$ cat src/pcms_pkg.sv
package pcms_pkg;

	localparam int unsigned FIELD_W = 16;
	localparam int unsigned SUM_W   = 56;
	localparam int unsigned ACC_W   = 50;
	localparam int unsigned AMP_W   = 25;
	localparam int unsigned DEN_W   = 64;
	localparam int unsigned QUO_W   = 16;
	localparam int unsigned CNT_W   = 5;
	localparam int unsigned IDX_W   = 2;
	localparam int unsigned ROOT_STEPS = 25;

	typedef enum logic [IDX_W-1:0] {
		REG_WEIGHT_A = 2'd0,
		REG_WEIGHT_B = 2'd1,
		REG_WEIGHT_C = 2'd2,
		REG_WEIGHT_D = 2'd3
	} reg_idx_t;

	typedef enum logic [3:0] {
		ST_IDLE,
		ST_SQ,
		ST_WT,
		ST_ROOT,
		ST_PREP,
		ST_ACC,
		ST_SUM,
		ST_PDIV,
		ST_PEND,
		ST_FINIT,
		ST_FDIV,
		ST_DONE
	} state_t;

	typedef struct packed {
		logic load;
		logic sq;
		logic wt;
		logic root;
		logic prep;
		logic acc;
		logic sum;
		logic div_step;
		logic pend;
		logic finit;
		logic out_load;
	} cmd_t;

	typedef struct packed {
		logic last_mode;
		logic passes;
		logic fend;
		logic amp_zero;
		logic out_full;
	} sts_t;

endpackage

$ cat src/pcms_ctrl.sv
module pcms_ctrl (
	input  logic             clk,
	input  logic             arst_n,
	input  logic             in_valid,
	output logic             in_ready,
	input  pcms_pkg::sts_t   sts,
	output pcms_pkg::cmd_t   cmd
);
	import pcms_pkg::*;

	state_t           state_q, state_d;
	logic [CNT_W-1:0] cnt_q, cnt_d;

	// state and step counter
	always_ff @(posedge clk or negedge arst_n) begin
		if (!arst_n) begin
			state_q <= ST_IDLE;
			cnt_q   <= '0;
		end else begin
			state_q <= state_d;
			cnt_q   <= cnt_d;
		end
	end

	// next state and commands
	always_comb begin
		state_d  = state_q;
		cnt_d    = cnt_q;
		cmd      = '0;
		in_ready = 1'b0;
		case (state_q)
			ST_IDLE: begin
				in_ready = 1'b1;
				if (in_valid) begin
					cmd.load = 1'b1;
					state_d  = ST_SQ;
				end
			end
			ST_SQ: begin
				cmd.sq  = 1'b1;
				state_d = ST_WT;
			end
			ST_WT: begin
				cmd.wt = 1'b1;
				if (sts.last_mode) begin
					cnt_d   = '0;
					state_d = ST_ROOT;
				end else begin
					state_d = ST_SQ;
				end
			end
			ST_ROOT: begin
				cmd.root = 1'b1;
				cnt_d    = cnt_q + 1'b1;
				if (cnt_q == CNT_W'(ROOT_STEPS - 1)) state_d = ST_PREP;
			end
			ST_PREP: begin
				cmd.prep = 1'b1;
				state_d  = ST_ACC;
			end
			ST_ACC: begin
				cmd.acc = 1'b1;
				state_d = ST_SUM;
			end
			ST_SUM: begin
				cmd.sum = 1'b1;
				cnt_d   = '0;
				if (sts.passes && !sts.amp_zero) state_d = ST_PDIV;
				else if (sts.fend)                state_d = ST_FINIT;
				else                              state_d = ST_DONE;
			end
			ST_PDIV: begin
				cmd.div_step = 1'b1;
				cnt_d        = cnt_q + 1'b1;
				if (cnt_q == CNT_W'(QUO_W - 1)) state_d = ST_PEND;
			end
			ST_PEND: begin
				cmd.pend = 1'b1;
				state_d  = sts.fend ? ST_FINIT : ST_DONE;
			end
			ST_FINIT: begin
				cmd.finit = 1'b1;
				cnt_d     = '0;
				state_d   = ST_FDIV;
			end
			ST_FDIV: begin
				cmd.div_step = 1'b1;
				cnt_d        = cnt_q + 1'b1;
				if (cnt_q == CNT_W'(QUO_W - 1)) state_d = ST_DONE;
			end
			ST_DONE: begin
				if (!sts.out_full) begin
					cmd.out_load = 1'b1;
					state_d      = ST_IDLE;
				end
			end
			default: state_d = ST_IDLE;
		endcase
	end

endmodule

$ cat config.mk
export PLATFORM = sky130hd
export DESIGN_NAME = pcms_ctrl
export DESIGN_NICKNAME = d
export VERILOG_FILES = /design/src/pcms_pkg.sv /design/src/pcms_ctrl.sv
export SDC_FILE = /design/constraint.sdc
export NUM_CORES = 1
export LEC_CHECK = 0
export BUFFER_PORTS_ARGS = -buffer_cell sky130_fd_sc_hd__buf_2
export CELL_PAD_IN_SITES_DETAIL_PLACEMENT = 1
export CELL_PAD_IN_SITES_GLOBAL_PLACEMENT = 1
export CORE_AREA = 8 8 54 56
export DETAILED_ROUTE_END_ITERATION = 8
export DIE_AREA = 0 0 62 64
export PLACE_DENSITY = 0.78
export SYNTH_ARGS = -nofsm -noshare
export SYNTH_HDL_FRONTEND = slang
export SYNTH_SLANG_ARGS = --single-unit
$ cat constraint.sdc
create_clock -name clk -period 2.5 [get_ports clk]
set_clock_uncertainty 0.15 [all_clocks]
set_input_delay 0.25 -clock clk [delete_from_list [all_inputs] [get_ports clk]]
set_output_delay 0.25 -clock clk [all_outputs]
set_load 0.01 [all_outputs]
==> results.py <==
metrics = {
    "power": {
        "leakage_nw": 0.399,
        "cellPowerDensity_nw_per_um2": 954,
        "peakVddDrop_uv": 393,
    },
    "worst_setup_path": {
        "critical_path.max_fanout": 17,
        "arrival_ns": 1.68,
        "crit_path_start_kind": "flip-flop",
        "worstSetupPathType": "reg -> out",
        "critPathRequiredTime_ns": 2.10,
        "crit_path_end_kind": "output port",
    },
    "detailed_routing": {
        "drt_first_pass_iters": 3,
        "wl_per_cell_um": 14.4,
        "routed_via_density": 5.22,
        "routed_wl_mm": 1.89,
        "vias": 684,
        "ant_nets": 0,
        "drt_iter0_drc": 13,
        "drc": 0,
    },
    "synthesis": {
        "synth-seq-area-share_pct": 32.1,
        "synth_top_family_by_area": "simple AND/OR/NAND/NOR gates",
        "yosys-mux-area-fraction_pct": 2.14,
        "yosys_warnings": 0,
        "synth_compound_area_share_pct": 24.1,
        "avgSynthCellArea_um2": 8.36,
        "synth_cells": 84,
        "synthSimpleGateAreaFrac_pct": 29.1,
        "synthXorXnorAreaFrac_pct": 0,
        "synth_area_um2": 702,
        "synth_cell_types": 35,
        "syn_nets": 95,
        "yosys.area_share.adder_pct": 5.35,
        "ys_seq_elements": 9,
    },
    "cts": {
        "root_buffer": "clkbuf_4",
        "cts_buffers": 3,
        "htreeDepth": 1,
        "post-cts-setup-buffer-count": 0,
        "cts_resized": 0,
        "cts.clk_slew.worst_paths_ns": 0.06,
        "cts_tree": "yes",
        "ctsHoldBuffers": 1,
        "clock_path_buffers": 2,
        "clk_latency_ns": 0.26,
        "cts_sinks": 9,
    },
    "cells_and_area": {
        "final_area_um2": 840,
        "final_common_cell": "buf_2",
        "syn2layout_area_growth_pct": 19.6,
        "final_core_util_pct": 39.9,
        "final_nets": 115,
        "instances_no_fill": 131,
        "layout_common_cells": "19 x buf_2, 9 x dfrtp_1, 7 x nand2_1, 7 x nor2_1",
        "n_antenna_cell": 0,
        "drive_gt1_share_pct": 26.2,
    },
    "global_route": {
        "grt_pass1_wl_mm": 3.12,
        "antenna_found_initial": 0,
        "grtUsageMet2_pct": 17.2,
        "gr-usage-met1_pct": 11.5,
        "grt-busiest-layer": "met2",
        "grt_max_degree": 18,
        "gr-total-overflow": 0,
        "gr-usage-met3_pct": 4.20,
        "grtUsageTotal_pct": 10.3,
        "grt_pass1_vias": 678,
    },
    "timing": {
        "drv_slew": 0,
        "fin_tns_setup_ns": 0,
        "rsz0062_at_grt": "false",
        "post-route-period-util_pct": 83.2,
        "setup_viol": 0,
        "relSlewSlack_pct": 67.9,
        "tightest_slew_ns": 0.481,
        "worst_hold_slack_ns": 0.190,
        "fin_crit_ns": 2.08,
        "fmax_mhz": 480,
        "hold_violations": 0,
    },
    "die": {
        "initial_core_util_pct": 33.3,
        "coreArea_um2": 2110,
        "fp.dieH_um": 64,
        "die-area_um2": 3970,
        "fp.dieW_um": 62,
        "io-pin-count": 20,
        "rows": 17,
    },
    "placed_design": {
        "hpwl_mm": 1.44,
        "portBuffers": 19,
        "dp.cells": 126,
        "gp_congestion": 0.811,
        "place_area_um2": 803,
    },
    "flow_run": {
        "drv_cap": 0,
    },
    "run_status": {
        "status": "finished, final reports clean",
    },
    "hold_path": {
        "hold_path.class": "in -> reg",
    },
}
final timing paths:
kind                             from         end  slack [ns]  cells past startpoint
max reg2reg                state_q[3]  state_q[0]        0.48                      4
max                        state_q[0]      cmd[7]        0.42                      3
min in group asynchronous      arst_n  state_q[3]        0.21                      2
min reg2reg                  cnt_q[4]    cnt_q[4]        0.38                      2
min                            sts[2]  state_q[1]        0.19                      4
max in group asynchronous      arst_n    cnt_q[3]        1.80                      2
cell usage after synthesis:
master	count	share of area, %
a211o_1	1	1.2
a211oi_1	1	1.1
a21o_1	2	2.1
a21oi_1	3	2.1
a21oi_4	1	2.3
a221oi_1	1	1.2
a221oi_2	1	2.1
and2_1	1	0.89
and3_1	1	0.89
buf_2	2	1.4
buf_6	1	1.6
clkbuf_1	2	1.1
dfrtp_1	9	32
ha_1	3	5.3
inv_1	6	3.2
mux2_4	1	2.1
nand2_1	7	3.7
nand2b_1	6	5.3
nand3_1	1	0.71
nand4_1	1	0.89
nand4b_1	1	1.2
nor2_1	7	3.7
nor2b_1	1	0.89
nor3_1	6	4.3
nor3b_1	1	1.1
nor4_1	2	1.8
o211ai_1	1	1.1
o21ai_0	6	4.3
o21bai_1	2	2.1
o22a_1	1	1.2
o22ai_2	1	1.8
o2bb2ai_1	1	1.2
or3_1	1	0.89
or4_1	1	1.1
or4_4	1	1.6
where the power goes:
group          leakage, nW  internal, mW  total [mW]  switching (mW)
Clock               0.0150        0.0617       0.116          0.0541
Sequential           0.118         0.190       0.285          0.0948
Combinational        0.267         0.188       0.401           0.213
sequential cells by signal, indices dropped and copies added, names as in the netlist:
name,cells
cnt_q,5
state_q,4
metrics by stage:
stage	total power [mW]	worst slack, ns
2_1_floorplan	0.565	0.714
3_3_place_gp	0.672	0.555
3_5_place_dp	0.692	0.483
4_1_cts	0.815	0.381
5_1_grt	0.883	0.252
6_report	0.801	0.419
kinds of logic (layout without fill, tap and decap cells):
logic type,count (synthesis),in the layout
adder cells (fa/ha/maj),3,3
buffers and inverters,11,30
AO/OA/AOI/OAI,22,22
flip-flops,9,9
AND/OR/NAND/NOR,38,38
multiplexers,1,1
worst max-delay path: stages (launching register included):
cell and delay (ns):
dfrtp_1 0.62, nand2_1 0.25, nor3_1 0.33, buf_2 0.21
area by class of cell:
| type | count | area (µm²) |
|---|---|---|
| inverter | 6 | 22.5 |
| timing repair buffer | 20 | 105 |
| clock buffer | 4 | 26.3 |
| sequential | 9 | 225 |
| tap | 28 | 35.0 |
| fill | 271 | 1270 |
| multi-input combinational | 64 | 425 |
metal layers:
metal,up-vias,part of all wire [%]
met4,0,0
met1,327,42
met2,15,50
met3,0,8.4
li1,342,-
met5,-,0
Note: power is estimated with default switching activity, not from simulation.
